$ cat config.mk
export PLATFORM = sky130hd
export DESIGN_NAME = monitor_packet_deframer_unit
export DESIGN_NICKNAME = d
export VERILOG_FILES = /design/src/hdl/mpd_pkg.sv /design/src/hdl/monitor_packet_deframer_unit.sv /design/src/hdl/mpd_in_reg.sv /design/src/hdl/mpd_core.sv
export VERILOG_INCLUDE_DIRS = /design/src /design/src/hdl
export SDC_FILE = /design/constraint.sdc
export NUM_CORES = 1
export LEC_CHECK = 0
export BUFFER_PORTS_ARGS = -buffer_cell sky130_fd_sc_hd__buf_2
export CAP_MARGIN = 5
export CORE_ASPECT_RATIO = 2
export CORE_UTILIZATION = 46
export DETAILED_ROUTE_END_ITERATION = 7
export GPL_TIMING_DRIVEN = 1
export PLACE_DENSITY = 0.74
export SYNTH_ARGS = -nofsm -noshare
export SYNTH_HDL_FRONTEND = slang
export SYNTH_SLANG_ARGS = --single-unit
$ cat constraint.sdc
create_clock -name clk -period 6.2 [get_ports clk]
set_input_delay 1.55 -clock clk [delete_from_list [all_inputs] [get_ports clk]]
set_output_delay 1.55 -clock clk [all_outputs]
set_load 0.01 [all_outputs]
$ cat src/hdl/monitor_packet_deframer_unit_defines.svh
// Assertion macros for the monitor packet deframer.
// Each macro expects signals clk and rst in the enclosing scope.
`ifndef MONITOR_PACKET_DEFRAMER_UNIT_DEFINES_SVH
`define MONITOR_PACKET_DEFRAMER_UNIT_DEFINES_SVH

// Check that a condition implies another in the same cycle.
`define MPD_ASSERT_SAME(lbl, ante, cons, msg) \
  lbl: assert property (@(posedge clk) disable iff (rst) (ante) |-> (cons)) else $error(msg);

// Check that a condition implies another in the next cycle.
`define MPD_ASSERT_NEXT(lbl, ante, cons, msg) \
  lbl: assert property (@(posedge clk) disable iff (rst) (ante) |=> (cons)) else $error(msg);

`endif

$ cat src/hdl/mpd_pkg.sv
package mpd_pkg;

  // Payload geometry
  localparam int FULL_PAYLOAD      = 107;
  localparam int NORMAL_LAST_INDEX = 42;
  localparam int STORE_DEPTH       = 11;
  localparam int IDX_W             = 7;
  localparam int STORE_IDX_W       = $clog2(STORE_DEPTH);

  // Idle limit register
  localparam int              LIMIT_W           = 16;
  localparam logic [LIMIT_W-1:0] IDLE_LIMIT_RESET = LIMIT_W'(100);
  localparam logic [LIMIT_W-1:0] IDLE_COUNT_MAX   = '1;

  // Header lengths (bits 7..1 of the header byte)
  localparam logic [6:0] LEN_IDENT  = 7'd4;
  localparam logic [6:0] LEN_RESET  = 7'd7;
  localparam logic [6:0] LEN_NORMAL = 7'd43;
  localparam logic [6:0] LEN_FULL   = 7'd108;

  // Header types (bit 0)
  localparam logic TYPE_CTRL = 1'b0;
  localparam logic TYPE_DATA = 1'b1;

  // Zero bytes that lead a frame
  localparam logic [1:0] START_ZEROS = 2'd2;

  // Input command codes
  typedef enum logic {
    CMD_BYTE = 1'b0,
    CMD_IDLE = 1'b1
  } cmd_t;

  // Result event codes
  typedef enum logic [1:0] {
    EV_NONE  = 2'd0,
    EV_IDENT = 2'd1,
    EV_RESET = 2'd2,
    EV_FRAME = 2'd3
  } event_t;

  // One input beat
  typedef struct packed {
    cmd_t       command;
    logic [7:0] rx_byte;
  } item_t;

  // One result beat
  typedef struct packed {
    event_t      event_res;
    logic [10:0] current_fps;
    logic [10:0] average_fps;
    logic [9:0]  low_percentile_fps;
    logic [7:0]  ram_use;
    logic [7:0]  cpu_temperature;
    logic [7:0]  cpu_load;
    logic [7:0]  gpu_temperature;
    logic [7:0]  gpu_load;
    logic [7:0]  mode_flags;
    logic [7:0]  vram_use;
    logic        full_frame;
  } result_t;

endpackage

$ cat src/hdl/monitor_packet_deframer_unit.sv
// Monitor packet deframer. Each input beat is one received UART byte
// (s_tuser = 0) or one idle tick (s_tuser = 1), and every input beat yields
// exactly one result beat, passed from the input register to the result
// register. A new beat is accepted every cycle while the output is not
// stalled; the frame state between the two registers updates once per
// beat. Results carry an event code in m_tuser[1:0] (none, identity query,
// reset request, frame complete); the metric fields in m_tdata and
// the full-frame flag in m_tuser[2] are zero unless the event is frame
// complete. idle_limit (reset 100) is written through cfg_we/cfg_wdata
// and should only change while the block is idle.
`include "monitor_packet_deframer_unit_defines.svh"

module monitor_packet_deframer_unit (
  input  logic                         clk,
  input  logic                         rst,
  input  logic                         cfg_we,
  input  logic [mpd_pkg::LIMIT_W-1:0]  cfg_wdata,
  input  logic                         s_tvalid,
  output logic                         s_tready,
  input  logic [7:0]                   s_tdata,  // [7:0] rx_byte
  input  logic                         s_tuser,  // [0] command
  output logic                         m_tvalid,
  input  logic                         m_tready,
  // [10:0] current_fps, [21:11] average_fps, [31:22] low_percentile_fps,
  // [39:32] ram_use, [47:40] cpu_temperature, [55:48] cpu_load,
  // [63:56] gpu_temperature, [71:64] gpu_load, [79:72] mode_flags,
  // [87:80] vram_use
  output logic [87:0]                  m_tdata,
  output logic [2:0]                   m_tuser   // [1:0] event_res, [2] full_frame
);

  logic             advance;
  logic             item_valid;
  mpd_pkg::item_t   item;
  mpd_pkg::result_t result;

  // Result register frees when empty or taken
  assign advance = !m_tvalid || m_tready;

  mpd_in_reg u_in_reg (
    .clk        (clk),
    .rst        (rst),
    .s_tvalid   (s_tvalid),
    .s_tready   (s_tready),
    .s_tdata    (s_tdata),
    .s_tuser    (s_tuser),
    .advance    (advance),
    .item_valid (item_valid),
    .item       (item)
  );

  mpd_core u_core (
    .clk       (clk),
    .rst       (rst),
    .cfg_we    (cfg_we),
    .cfg_wdata (cfg_wdata),
    .fire      (item_valid && advance),
    .item      (item),
    .result    (result)
  );

  // Result valid
  always_ff @(posedge clk) begin
    if (rst) begin
      m_tvalid <= 1'b0;
    end else if (advance) begin
      m_tvalid <= item_valid;
    end
  end

  // Pack and hold the result beat
  always_ff @(posedge clk) begin
    if (advance && item_valid) begin
      m_tdata <= {result.vram_use, result.mode_flags, result.gpu_load,
                  result.gpu_temperature, result.cpu_load, result.cpu_temperature,
                  result.ram_use, result.low_percentile_fps, result.average_fps,
                  result.current_fps};
      m_tuser <= {result.full_frame, result.event_res};
    end
  end

  // Metrics only travel with a completed frame
  `MPD_ASSERT_SAME(a_metrics_zero, m_tvalid && m_tuser[1:0] != mpd_pkg::EV_FRAME, m_tdata == '0 && !m_tuser[2], "metric fields set without frame event")
  // An empty result register never blocks the input
  `MPD_ASSERT_SAME(a_ready_when_empty, !m_tvalid, s_tready, "input stalled with empty output")
  // Output drains when nothing waits behind it
  `MPD_ASSERT_NEXT(a_drain, m_tvalid && m_tready && !item_valid, !m_tvalid, "stale result beat repeated")

endmodule

$ cat src/hdl/mpd_in_reg.sv
module mpd_in_reg (
  input  logic            clk,
  input  logic            rst,
  input  logic            s_tvalid,
  output logic            s_tready,
  input  logic [7:0]      s_tdata,   // [7:0] rx_byte
  input  logic            s_tuser,   // [0] command
  input  logic            advance,
  output logic            item_valid,
  output mpd_pkg::item_t  item
);

  // Take a new beat when none is held or the held one moves on
  assign s_tready = !item_valid || advance;

  always_ff @(posedge clk) begin
    if (rst) begin
      item_valid <= 1'b0;
    end else if (s_tready) begin
      item_valid <= s_tvalid;
    end
  end

  // Hold the payload of the accepted beat
  always_ff @(posedge clk) begin
    if (s_tvalid && s_tready) begin
      item.command <= mpd_pkg::cmd_t'(s_tuser);
      item.rx_byte <= s_tdata;
    end
  end

endmodule

$ cat src/hdl/mpd_core.sv
module mpd_core (
  input  logic                          clk,
  input  logic                          rst,
  input  logic                          cfg_we,
  input  logic [mpd_pkg::LIMIT_W-1:0]   cfg_wdata,
  input  logic                          fire,
  input  mpd_pkg::item_t                item,
  output mpd_pkg::result_t              result
);

  logic [mpd_pkg::LIMIT_W-1:0] idle_limit;
  logic [1:0]                  zero_run, zero_run_next;
  logic                        receiving, receiving_next;
  logic                        full_mode, full_mode_next;
  logic [mpd_pkg::IDX_W-1:0]   write_index, write_index_next;
  logic [mpd_pkg::LIMIT_W-1:0] idle_count, idle_count_next;
  logic [7:0]                  metric_store [mpd_pkg::STORE_DEPTH];
  logic [7:0]                  store_next   [mpd_pkg::STORE_DEPTH];

  // Configuration register
  always_ff @(posedge clk) begin
    if (rst) begin
      idle_limit <= mpd_pkg::IDLE_LIMIT_RESET;
    end else if (cfg_we) begin
      idle_limit <= cfg_wdata;
    end
  end

  // Decode one beat against the frame state
  always_comb begin
    logic                        done;
    logic                        had_data;
    logic [mpd_pkg::IDX_W-1:0]   idx_inc;
    logic [mpd_pkg::LIMIT_W-1:0] idle_inc;
    logic [6:0]                  hdr_len;
    logic                        hdr_type;

    zero_run_next    = zero_run;
    receiving_next   = receiving;
    full_mode_next   = full_mode;
    write_index_next = write_index;
    idle_count_next  = idle_count;
    store_next       = metric_store;
    done             = 1'b0;
    had_data         = (write_index != '0);
    idx_inc          = write_index + mpd_pkg::IDX_W'(1);
    idle_inc         = idle_count;
    hdr_len          = item.rx_byte[7:1];
    hdr_type         = item.rx_byte[0];
    result           = '0;
    result.event_res = mpd_pkg::EV_NONE;

    if (item.command == mpd_pkg::CMD_IDLE) begin
      // Idle tick: a normal frame ends at once, a full one after the limit
      if (!full_mode) begin
        done = 1'b1;
      end else begin
        if (idle_count != mpd_pkg::IDLE_COUNT_MAX) begin
          idle_inc = idle_count + mpd_pkg::LIMIT_W'(1);
        end
        idle_count_next = idle_inc;
        if (idle_inc >= idle_limit) begin
          done = 1'b1;
        end
      end
    end else if (receiving) begin
      // Payload byte: store the metric slots, advance the index
      idle_count_next = '0;
      if (write_index < mpd_pkg::IDX_W'(mpd_pkg::STORE_DEPTH)) begin
        store_next[write_index[mpd_pkg::STORE_IDX_W-1:0]] = item.rx_byte;
      end
      if (!full_mode && idx_inc > mpd_pkg::IDX_W'(mpd_pkg::NORMAL_LAST_INDEX)) begin
        idx_inc = mpd_pkg::IDX_W'(mpd_pkg::NORMAL_LAST_INDEX);
      end
      write_index_next = idx_inc;
      if (full_mode && idx_inc >= mpd_pkg::IDX_W'(mpd_pkg::FULL_PAYLOAD)) begin
        done = 1'b1;
      end
      had_data = 1'b1;
    end else if (zero_run == mpd_pkg::START_ZEROS) begin
      // Header byte
      if (hdr_len == mpd_pkg::LEN_IDENT && hdr_type == mpd_pkg::TYPE_CTRL) begin
        zero_run_next    = '0;
        result.event_res = mpd_pkg::EV_IDENT;
      end else if (hdr_len == mpd_pkg::LEN_RESET && hdr_type == mpd_pkg::TYPE_CTRL) begin
        zero_run_next    = '0;
        receiving_next   = 1'b0;
        full_mode_next   = 1'b0;
        write_index_next = '0;
        idle_count_next  = '0;
        for (int i = 0; i < mpd_pkg::STORE_DEPTH; i++) begin
          store_next[i] = '0;
        end
        result.event_res = mpd_pkg::EV_RESET;
      end else if (hdr_len == mpd_pkg::LEN_NORMAL && hdr_type == mpd_pkg::TYPE_DATA) begin
        receiving_next  = 1'b1;
        idle_count_next = '0;
      end else if (hdr_len == mpd_pkg::LEN_FULL && hdr_type == mpd_pkg::TYPE_DATA) begin
        receiving_next  = 1'b1;
        full_mode_next  = 1'b1;
        idle_count_next = '0;
      end else begin
        zero_run_next = '0;
      end
    end else if (item.rx_byte == 8'h00) begin
      zero_run_next = zero_run + 2'd1;
    end else begin
      zero_run_next = '0;
    end

    // Frame end: unpack metrics, close the session
    if (done) begin
      if (had_data) begin
        result.event_res          = mpd_pkg::EV_FRAME;
        result.current_fps        = {store_next[0], store_next[1][7:5]};
        result.average_fps        = {store_next[1][4:0], store_next[2][7:2]};
        result.low_percentile_fps = {store_next[2][1:0], store_next[3]};
        result.ram_use            = store_next[4];
        result.cpu_temperature    = store_next[5];
        result.cpu_load           = store_next[6];
        result.gpu_temperature    = store_next[7];
        result.gpu_load           = store_next[8];
        result.mode_flags         = store_next[9];
        result.vram_use           = store_next[10];
        result.full_frame         = full_mode;
      end
      zero_run_next    = '0;
      receiving_next   = 1'b0;
      full_mode_next   = 1'b0;
      write_index_next = '0;
      idle_count_next  = '0;
    end
  end

  // Commit state when a beat is processed
  always_ff @(posedge clk) begin
    if (rst) begin
      zero_run    <= '0;
      receiving   <= 1'b0;
      full_mode   <= 1'b0;
      write_index <= '0;
      idle_count  <= '0;
      for (int i = 0; i < mpd_pkg::STORE_DEPTH; i++) begin
        metric_store[i] <= '0;
      end
    end else if (fire) begin
      zero_run     <= zero_run_next;
      receiving    <= receiving_next;
      full_mode    <= full_mode_next;
      write_index  <= write_index_next;
      idle_count   <= idle_count_next;
      metric_store <= store_next;
    end
  end

endmodule
==> results.md, run 1 <==
* Outcome: finished clean
* Final period util at about 79%
* Critical Path RT at approximately 6.5 ns
* VDD IR-drop max at between 0.0002 and 0.0003 V
* Final instance area at between 10000 and 15000 um2
* Worst-path clk slew at 0.07 ns
* # fillers at 1949
* DRT Pass-1 Iters at 5
* Critical path class: reg2reg
* Num rows at just under 80
* Int Pwr at ~2500 uW
* Num CTS Buffers at 21
* Placer congestion estimate at 0.913
* Root Buffer: clkbuf_16
* Simple-Gate Fraction of Synth Area at 17.9%
* Remaining routing DRC violations at 0
* H-tree Lvls at 1
* Number of global-route vias before repair at 8275
* Avg Cell Area, Syn at ~9.5 um2
* Synth warnings at 0
* Sequential area share after synthesis at a little over half
* Number of routed nets with antenna violations at 0
* Synthesized area at 10500 um2
* Post-CTS Resized at 0
* Gate power share at under 10%
* Async SR Flop Fraction at 0%
* Area growth from synthesis to layout at 13.4%
* RSZ-0062 raised after global routing: no
* Largest net degree at the start of global routing at slightly above 90
* Least-Margin Pin Slew at about 1.1 ns
* Max Cap Viol at 0
* Register Area at about 5700 um2
* Cells on Worst Hold Path at 2
* # IOs at about 120
* Top_reg_cell synth: dfxtp_1
* Clock Sink Count at about 230
* Lkg Pwr at roughly 0.004 uW
* Routed via count at around 8700
* Synth Area in Adders at ~2.6%
* Rel. slew slack at approximately 30%
* Fin cells at ~1500
* Endpoints failing setup at 0
* Core area at around 22000 um2
* Hold crit path type: reg2reg
* Clock power frac at between 40% and 50%
* Initial DRC count at 780
* Post-CTS Hold Buffers at 0
* Post-DP Area at 11200 um2
* Setup TNS at 0 ns
* Pwr/cell area at around 260 nW/um2
* Power Total at around 3100 uW
* Syn Nets at about 1200
* Min Tclk post-route at between 4 and 5 ns
* Layout cells sized above 1 at between 10% and 20%
* Worst setup SP type: register
* Worst Path Arrival at 5.23 ns
* Xor/xnor share of the synthesized area at under 10%
* Gr usage total at about 23%
* WL per Instance at ~18 um
* Starting Density at roughly 47%
* Compound-Gate Fraction of Synth Area at a little under a fifth
* First-pass GRT wire length at between 40000 and 50000 um
* CTS tree: built
* Chip height at about 220 um
* Port Buffer Count at 122
* Antenna cells at 0
* CP Capture Type: register
* Worst Clk Skew at roughly 0.013 ns
* Multiplexer share of the synthesized area at between 1 and 1.5%
* Final Hold Slack at around 0.45 ns
* Final Hold Vio Count at 0
* Slew Viols, Final at 0
* Post-synth EDFFs at 100
* Antenna violations before repair at 0
* Final WL at 26600 um
* NumNets Final at roughly 1200
* Worst-Skew Late Latency at 0.51 ns
* Area of the multi-input gates at about 4400 um2
* Placed insts at around 1400
* Sw Share at about 22%
* CP max FO at between 90 and 100
* F_max at approximately 200 MHz
* Die X at 109 um
* Via density at about 5.9
* R2R cell count at 13
* Sw power at between 600 and 700 uW
* Largest family of logic cells by synthesized area: compound AO/OA/AOI/OAI gates
* Die area at approximately 23000 um2
* Gr ovfl total at 0
* Yosys cell types at 65
* Sequential Power Share at a little over half
* Clk buf depth at 3
* Mapped Cells at 1112
* Yosys reg bits at 233
* Post-CTS Setup Bufs at 0
* HPWL Detailed at approximately 18000 um
area by class of cell:
type,count,area share [%]
timing repair buffer,130,5.63
sequential,233,47.5
clock buffer,24,4.50
inverter,33,1.05
clock inverter,13,1.45
tap,276,2.90
multi-input combinational,762,36.9
synth_stat cells, drive strengths merged (8+ instances only):
cell | count | area share (%)
nor2 | 154 | 5.5
dfxtp | 133 | 25
nand2 | 123 | 4.4
a22oi | 104 | 7.4
edfxtp | 100 | 29
a21oi | 67 | 3.2
clkbuf | 66 | 2.4
o21ai | 58 | 2.8
nand3 | 54 | 2.6
inv | 32 | 1.1
ha | 22 | 2.6
buf | 18 | 0.82
and2 | 17 | 1.0
nor3 | 16 | 0.87
mux2i | 13 | 1.2
o21a | 11 | 0.93
nand2b | 10 | 0.67
a21o | 9 | 0.64
and3 | 8 | 0.48
nand4 | 8 | 0.48
xnor2 | 8 | 0.67
layer usage:
layer,global-route usage [%],routed length [um]
met1,24.5,9410
met2,41.0,14200
met3,2.57,1470
met4,14.0,1510
met5,0,0
kinds of logic after synthesis:
| group | after synthesis |
|---|---|
| adders and majority gates | 22 |
| DFF | 233 |
| and+or+nand+nor | 417 |
| AOI/OAI and AO/OA | 295 |
| xor gates and xnor gates | 13 |
| muxes | 15 |
| buffers and inverters | 117 |
flip-flops by register name, indices dropped and copies added (netlist names):
name and flops:
u_core.idle_count 16, u_core.receiving 1, m_tvalid 1, m_tuser 3, m_tdata 88, u_core.full_mode 1
u_core.idle_limit 16, u_core.metric_store 88, u_in_reg.item 9, u_core.zero_run 2, u_core.write_index 7, u_in_reg.item_valid 1
through the flow:
stage / util (%) / worst slack [ns]
after detailed placement: 50.4 / 1.41
after global routing: 53.5 / 0.870
after global placement: 50.4 / 1.50
final: 53.5 / 1.28
after CTS: 53.5 / 1.30
after floorplan: - / 0.309
worst max-delay path: stages, from the launching register on:
cell and delay (ns):
dfxtp_1 0.47, and4_1 0.29, nand3_1 0.28, nor3_1 0.58
nand3_1 0.16, mux2_2 0.32, ha_1 0.32, nand4_1 0.16
or3_1 0.41, o2111a_1 0.14, o21ai_1 0.07, buf_4 0.27
nand3_4 0.78, a21oi_1 0.44
placed cells by master, fill, tap and decap left out, types with 3 or more instances in the layout:
| cell | netlist | layout |
|---|---|---|
| o21ai_0 | 51 | 50 |
| o21a_1 | 9 | 9 |
| and2_1 | 17 | 17 |
| a21o_1 | 9 | 9 |
| nor3_1 | 15 | 15 |
| a211oi_1 | 5 | 5 |
| mux2i_1 | 13 | 13 |
| nand2_1 | 123 | 123 |
| nor2_1 | 154 | 154 |
| a22oi_1 | 104 | 104 |
| nand3_1 | 54 | 53 |
| nor4_1 | 6 | 6 |
| o21ai_1 | 7 | 8 |
| buf_2 | 9 | 122 |
| clkbuf_1 | 66 | 3 |
| dfxtp_1 | 133 | 133 |
| xor2_1 | 5 | 5 |
| o211ai_1 | 4 | 4 |
| a22o_1 | 5 | 5 |
| clkinv_1 | 1 | 5 |
| and3_1 | 8 | 8 |
| bufinv_16 | 0 | 4 |
| and4_1 | 3 | 3 |
| nand2b_1 | 9 | 9 |
| xnor2_1 | 8 | 8 |
| o32ai_1 | 4 | 4 |
| ha_1 | 22 | 22 |
| clkinv_2 | 0 | 3 |
| o2bb2ai_1 | 6 | 6 |
| a31oi_1 | 3 | 3 |
| inv_1 | 32 | 31 |
| clkbuf_16 | 0 | 21 |
| nand4_1 | 8 | 8 |
| a21oi_1 | 66 | 66 |
| edfxtp_1 | 100 | 100 |
| or3_1 | 3 | 3 |
| a32o_1 | 3 | 3 |
| buf_4 | 0 | 8 |
final timing paths:
check / end / slack, ns / start
max: m_tdata[81] / 1.28 / u_core.idle_count[3]
min: u_core.metric_store[49] / 0.45 / u_core.metric_store[49]
max reg2reg: m_tdata[81] / 1.28 / u_core.idle_count[3]
min reg2reg: u_core.metric_store[49] / 0.45 / u_core.metric_store[49]
power groups by stage:
stage | Clock (uW) | Sequential [uW] | Combinational, uW
2_1_floorplan | 0 | 1690 | 65.2
3_3_place_gp | 0 | 1700 | 117
3_5_place_dp | 0 | 1700 | 119
4_1_cts | 1380 | 1660 | 119
5_1_grt | 1440 | 1660 | 130
6_report | 1360 | 1660 | 118
(Power assumes the default switching activity.)
==> inputs of run 2 (changes only) <==
clock period = 4.39 ns   (was 6.2 ns; I/O delays follow)
==> run 2 against run 1 <==
Compared with the run above: setup slack got worse by 1.0 ns; cell count increased by 0.68%; largest cell class unchanged; global-route usage increased by 0.59 points; largest power group unchanged; sequential power increased by 41%; sequential cell count unchanged.
==> results.md, run 2 (synthesis gave the netlist of run 1 again) <==
* CP max stage cell: dfxtp_1
* Post-CTS Resized at 0 (unchanged)
* Critical path class: reg2reg
* Outcome: finished clean
* Final core utilization at 53.5% (about the same)
* Critical Path RT at 4.80 ns (-1.71 ns)
* CTS tree: built
* Num rows at 77 (unchanged)
* Worst Clk Skew at 0.0132 ns (+0.000213 ns)
* Worst setup path endpoint: u_core.receiving
* R2R setup slack at 0.26 ns (-1.01 ns)
* HPWL Detailed at 19100 um (+5.0%)
* Final instance area at 11900 um2 (about the same)
* Core area at 22300 um2 (unchanged)
* Slew Viols, Final at 0 (unchanged)
* Final period util at 94.0% (+15 points)
* Post-DP Area at 11300 um2 (+0.67%)
* Initial DRC count at 633 (-19%)
* First-pass GRT wire length at 43000 um (+2.6%)
* Gr usage total at 23.3% (+0.59 points)
* Port Buffer Count at 122 (unchanged)
* Area growth from synthesis to layout at 13.3% (about the same)
* Setup TNS at 0 ns (unchanged)
* Most frequent cells in the layout: 154 x nor2_1, 133 x dfxtp_1, 123 x nand2_1
* Post-CTS Setup Bufs at 0 (unchanged)
* R2R cell count at 14 (+1)
* Starting Density at 47.2% (unchanged)
* H-tree Lvls at 1 (unchanged)
* Lkg Pwr at 0.00408 uW (+0.65%)
* Crit path top cell by count: nand3_1
* Pwr/cell area at 356 nW/um2 (+35%)
* Remaining routing DRC violations at 0 (unchanged)
* Antenna violations before repair at 0 (unchanged)
* Hold crit path type: reg2reg
* Layout cells sized above 1 at 15.7% (+1.0 points)
* Crit. Startpoint: u_core.idle_count[3]
* Register Area at 5670 um2 (unchanged)
* Fin cells at 1481 (+0.68%)
* Worst-Skew Late Latency at 0.51 ns (about the same)
* Min Tclk post-route at 4.13 ns (-0.796 ns)
* Worst setup SP type: register
* Clock Sink Count at 233 (unchanged)
* Routed via count at 8750 (+0.46%)
* Post-CTS Hold Buffers at 0 (unchanged)
* Biggest regs: m_tdata: 88 flops, u_core.metric_store: 88 flops
* Gr ovfl total at 0 (unchanged)
* Antenna cells at 0 (unchanged)
* Worst Path Arrival at 4.54 ns (-0.69 ns)
* Placed insts at 1444 (+0.70%)
* Largest net degree at the start of global routing at 85 (-7.6%)
* F_max at 242 MHz (+19%)
* CP peak stage delay at 0.48 ns (-0.30 ns)
* Number of routed nets with antenna violations at 0 (unchanged)
* # fillers at 2023 (+3.8%)
* Worst R2R Start: u_core.idle_count[3]
* Endpoints failing setup at 0 (unchanged)
* DRT Pass-1 Iters at 5 (unchanged)
* Most common cell after layout, fill and taps aside: nor2_1
* Clk buf depth at 3 (unchanged)
* Worst-path clk slew at 0.07 ns (about the same)
* FF-to-FF End: u_core.receiving
* Setup WS post-layout at 0.264 ns (-1.01 ns)
* RSZ-0062 raised after global routing: no
* CP Capture Type: register
* Root Buffer: clkbuf_16
* Max Cap Viol at 0 (unchanged)
* Least-Margin Pin Slew at 1.32 ns (+0.269 ns)
* Rel. slew slack at 11.9% (-18 points)
* # IOs at 123 (unchanged)
* Num CTS Buffers at 21 (unchanged)
* Die area at 23500 um2 (unchanged)
* Number of global-route vias before repair at 8501 (+2.7%)
* Place WS at 0.355 ns (-1.06 ns)
* Final Hold Vio Count at 0 (unchanged)
* Area of the multi-input gates at 4400 um2 (unchanged)
* Chip height at 216 um (unchanged)
* Placer congestion estimate at 0.889 (-2.7%)
* Die X at 109 um (unchanged)
* Via density at 5.91 (-0.22%)
* VDD IR-drop max at 0.000321 V (+28%)
* Final WL at 27100 um (+1.9%)
* Critical path, cell by cell: and4_1, nand3_1, nor3_1, nand3_1, mux2_2, ha_1, nand4_1, or3_1, o2111a_1, o21ai_1, buf_4, and2_1, a21oi_1, a211oi_1
* NumNets Final at 1243 (+0.81%)
* CP max FO at 10 (-89%)
* WL per Instance at 18.3 um (+1.2%)
[run 2: cell types whose count changed in the layout (fill, tap and decap cells not counted), moves of 2 or more]
cell,previous run,this run
clkinv_2,3,7
buf_4,8,18
bufinv_16,4,0
clkinv_4,0,2
clkinvlp_4,1,4
clkinv_1,5,1
[run 2: routing by layer]
layer,up-vias,routed length (um),track usage [%]
li1,4146,-,-
met1,4175,9740,25.0
met2,327,14400,42.3
met3,102,1300,2.57
met4,0,1610,14.2
met5,-,0,0
[run 2: critical path, delay by kind of cell, from the launching register on]
kind                     cells  cell delay [ns]
adder cells (fa/ha/maj)      1             0.32
AO/OA/AOI/OAI                4             0.78
buffers and inverters        1             0.25
flip-flops                   1             0.48
AND/OR/NAND/NOR              7             1.90
multiplexers                 1             0.30
[run 2: through the flow]
step | power (uW) | hold WS, ns
floorplan | 2480 | 0.426
global placement | 2560 | 0.435
detailed placement | 2560 | 0.444
CTS | 4270 | 0.460
global route | 4360 | 0.486
finish | 4240 | 0.456
[run 2: worst min path at each step]
stage | from | cells after the start | slack, ns | to
finish | u_core.metric_store[53] | 2 | 0.46 | u_core.metric_store[53]
global route | u_core.metric_store[52] | 2 | 0.49 | u_core.metric_store[52]
CTS | u_core.metric_store[53] | 2 | 0.46 | u_core.metric_store[53]
detailed placement | u_core.metric_store[40] | 2 | 0.44 | u_core.metric_store[40]
global placement | u_core.metric_store[53] | 2 | 0.44 | u_core.metric_store[53]
floorplan | u_core.metric_store[48] | 2 | 0.43 | u_core.metric_store[48]
[run 2: final cells by class]
| cell class | count | share of cell area (%) |
|---|---|---|
| multi-input combinational | 762 | 36.9 |
| timing repair buffer | 140 | 6.26 |
| sequential | 233 | 47.6 |
| inverter | 33 | 1.05 |
| clock buffer | 25 | 4.62 |
| clock inverter | 12 | 0.651 |
| tap | 276 | 2.90 |
[run 2: power by group]
part	leakage, uW	internal (uW)	switching [uW]
registers	0.00202	2300	33.7
clock network	0.000302	906	820
logic	0.00176	58.6	119
total	0.00408	3270	972
==> inputs of run 3 (changes only) <==
CORE_UTILIZATION = 25   (was 46)
PLACE_DENSITY = 0.48   (was 0.74)
==> run 3 against run 2 <==
Compared with the run above: die area increased by 83%; critical path type unchanged; design area increased by 5.4%; first-iteration DRC count decreased by 12%; combinational power increased by 15%; setup slack improved by 0.12 ns; critical path depth unchanged; sequential cell count unchanged; utilization decreased by 23 points; global-route usage decreased by 8.4 points; fmax increased by 3.0%; via count decreased by 1.7%; largest power group unchanged.
==> results.md, run 3 (synthesis gave the netlist of run 1 again) <==
* Placed insts at 1711 (+18%)
* Die area at 42900 um2 (+83%)
* Crit. Startpoint: u_core.idle_count[3]
* H-tree Lvls at 1 (unchanged)
* Worst-path clk slew at 0.06 ns (about the same)
* CP peak stage delay at 0.48 ns (about the same)
* Post-CTS Hold Buffers at 0 (unchanged)
* Number of global-route vias before repair at 8541 (+0.47%)
* Int Pwr at 3700 uW (+13%)
* Clock power frac at 46.9% (+6.2 points)
* Rel. slew slack at 31.6% (+20 points)
* Via density at 4.90 (-17%)
* Num rows at 105 (+36%)
* Outcome: finished clean
* NumNets Final at 1254 (+0.88%)
* Sw Share at 22.3% (-0.68 points)
* CP max FO at 56 (+46)
* Crit path depth at 14 (unchanged)
* HPWL Detailed at 22600 um (+18%)
* Fin cells at 1755 (+19%)
* Most common cell after layout, fill and taps aside: nor2_1
* Final period util at 91.3% (-2.7 points)
* DRT Pass-1 Iters at 4 (-1)
* Max Cap Viol at 0 (unchanged)
* Die X at 147 um (+35%)
* Worst setup SP type: register
* Endpoints failing setup at 0 (unchanged)
* Antenna cells at 0 (unchanged)
* Gr ovfl total at 0 (unchanged)
* Biggest regs: m_tdata: 88 flops, u_core.metric_store: 88 flops
* Worst Clk Skew at 0.0118 ns (-0.00140 ns)
* Port Buffer Count at 122 (unchanged)
* Initial DRC count at 557 (-12%)
* Clock Sink Count at 233 (unchanged)
* Pwr/cell area at 379 nW/um2 (+6.6%)
* Post-CTS Setup Bufs at 0 (unchanged)
* Slew Viols, Final at 0 (unchanged)
* R2R cell count at 14 (unchanged)
* Root Buffer: clkbuf_16
* Critical path, cell by cell: and4_1, nand3_1, nor3_1, nand3_1, mux2_2, ha_1, nand4_1, or3_1, o2111a_1, o21ai_1, nand3_4, buf_12, buf_12, nor2_1
* Worst setup path endpoint: m_tdata[64]
* Placer congestion estimate at 0.823 (-7.4%)
* Clk buf depth at 3 (unchanged)
* # IOs at 123 (unchanged)
* CP max stage cell: dfxtp_1
* # fillers at 4429 (+120%)
* R2R setup slack at 0.38 ns (+0.12 ns)
* Final Hold Vio Count at 0 (unchanged)
* Area growth from synthesis to layout at 19.5%
* VDD IR-drop max at 0.000461 V (+44%)
* CP delay by family, top: simple AND/OR/NAND/NOR gates
* Min Tclk post-route at 4.01 ns (-0.120 ns)
* Worst-Skew Late Latency at 0.53 ns (+0.02 ns)
* Core area at 41300 um2 (+85%)
* Cells on Worst Hold Path at 2 (unchanged)
* RSZ-0062 raised after global routing: no
* Remaining routing DRC violations at 0 (unchanged)
* FF-to-FF End: m_tdata[64]
* Post-CTS Resized at 0 (unchanged)
* Critical path class: reg2reg
* Worst R2R Start: u_core.idle_count[3]
* Final WL at 32100 um (+18%)
* WL per Instance at 18.3 um (about the same)
* Antenna violations before repair at 0 (unchanged)
* Num CTS Buffers at 24 (+14%)
* Least-Margin Pin Slew at 1.02 ns (-0.299 ns)
* CP Capture Type: register
* Largest net degree at the start of global routing at 77 (-9.4%)
* Critical Path RT at 4.77 ns (-0.03 ns)
* F_max at 250 MHz (+3.0%)
* Starting Density at 25.5% (-22 points)
* Gate power share at 4.3% (about the same)
* Routed via count at 8603 (-1.7%)
* Final core utilization at 30.4% (-23 points)
* Number of routed nets with antenna violations at 0 (unchanged)
* First-pass GRT wire length at 49700 um (+16%)
* Setup TNS at 0 ns (unchanged)
* Chip height at 292 um (+35%)
* Gr usage total at 15.0% (-8.4 points)
* Hold crit path type: reg2reg
* CTS tree: built
* Sw power at 1060 uW (+9.0%)
* Worst Path Arrival at 4.38 ns (-0.16 ns)
* Layout cells sized above 1 at 16.6% (+0.95 points)
* Lkg Pwr at 0.00425 uW (+4.3%)
* Buf/Inv on CP at 2 (+1)
* Sequential Power Share at 48.8% (-6.3 points)
* Most frequent cells in the layout: 154 x nor2_1, 133 x dfxtp_1, 123 x nand2_1
run 3: cell count changes in the layout (fill, tap and decap cells not counted):
cell	change
clkinvlp_4	-3
inv_6	+1
inv_4	+1
clkbuf_1	+1
clkinv_2	-5
clkbuf_4	+1
buf_12	+2
bufinv_16	+3
clkinv_4	-1
inv_8	+1
clkbuf_16	+5
buf_4	+6
clkbuf_8	+3
run 3: worst min-delay path, cell delays in order (launching register included):
cell,delay (ns)
dfxtp_1,0.33
nand2_1,0.05
o21ai_0,0.05
run 3: power by group through the flow:
stage	registers (uW)	logic (uW)	clock network, uW
2_1_floorplan	2390	92.1	0
3_3_place_gp	2370	207	0
3_5_place_dp	2370	209	0
4_1_cts	2320	209	2300
5_1_grt	2330	223	2370
6_report	2320	204	2230
run 3: worst min path at each step:
| stage | start | endpoint | slack, ns |
|---|---|---|---|
| 3_5_place_dp | u_core.metric_store[49] | u_core.metric_store[49] | 0.44 |
| 3_3_place_gp | u_core.metric_store[26] | u_core.metric_store[26] | 0.44 |
| 2_1_floorplan | u_core.metric_store[48] | u_core.metric_store[48] | 0.43 |
| 5_1_grt | u_core.metric_store[36] | u_core.metric_store[36] | 0.49 |
| 6_report | u_core.metric_store[60] | u_core.metric_store[60] | 0.46 |
| 4_1_cts | u_core.metric_store[60] | u_core.metric_store[60] | 0.46 |
run 3: final cells by class:
| cell class | count | area [um2] | area share [%] |
|---|---|---|---|
| sequential | 233 | 5670 | 45.1 |
| multi-input combinational | 762 | 4400 | 35.0 |
| timing repair buffer | 148 | 831 | 6.62 |
| clock buffer | 35 | 728 | 5.80 |
| clock inverter | 9 | 136 | 1.09 |
| inverter | 33 | 126 | 1.01 |
| tap | 535 | 669 | 5.33 |
run 3: per-stage QoR:
stage	cell area (um2)	setup WS, ns	power [uW]	hold WS [ns]
after floorplan	10500	0.408	2480	0.426
after global placement	11700	0.488	2580	0.436
after detailed placement	11700	0.390	2580	0.444
after CTS	12600	0.358	4830	0.460
after global routing	12600	0.0482	4920	0.487
final	12600	0.384	4760	0.458
run 3: metal layers:
layer	vias up	GRT usage, %	wire (um)
met1	4128	15.9	12000
met3	62	2.00	1470
met4	0	6.84	1290
met5	-	0	0
li1	4181	-	-
met2	232	28.7	17300
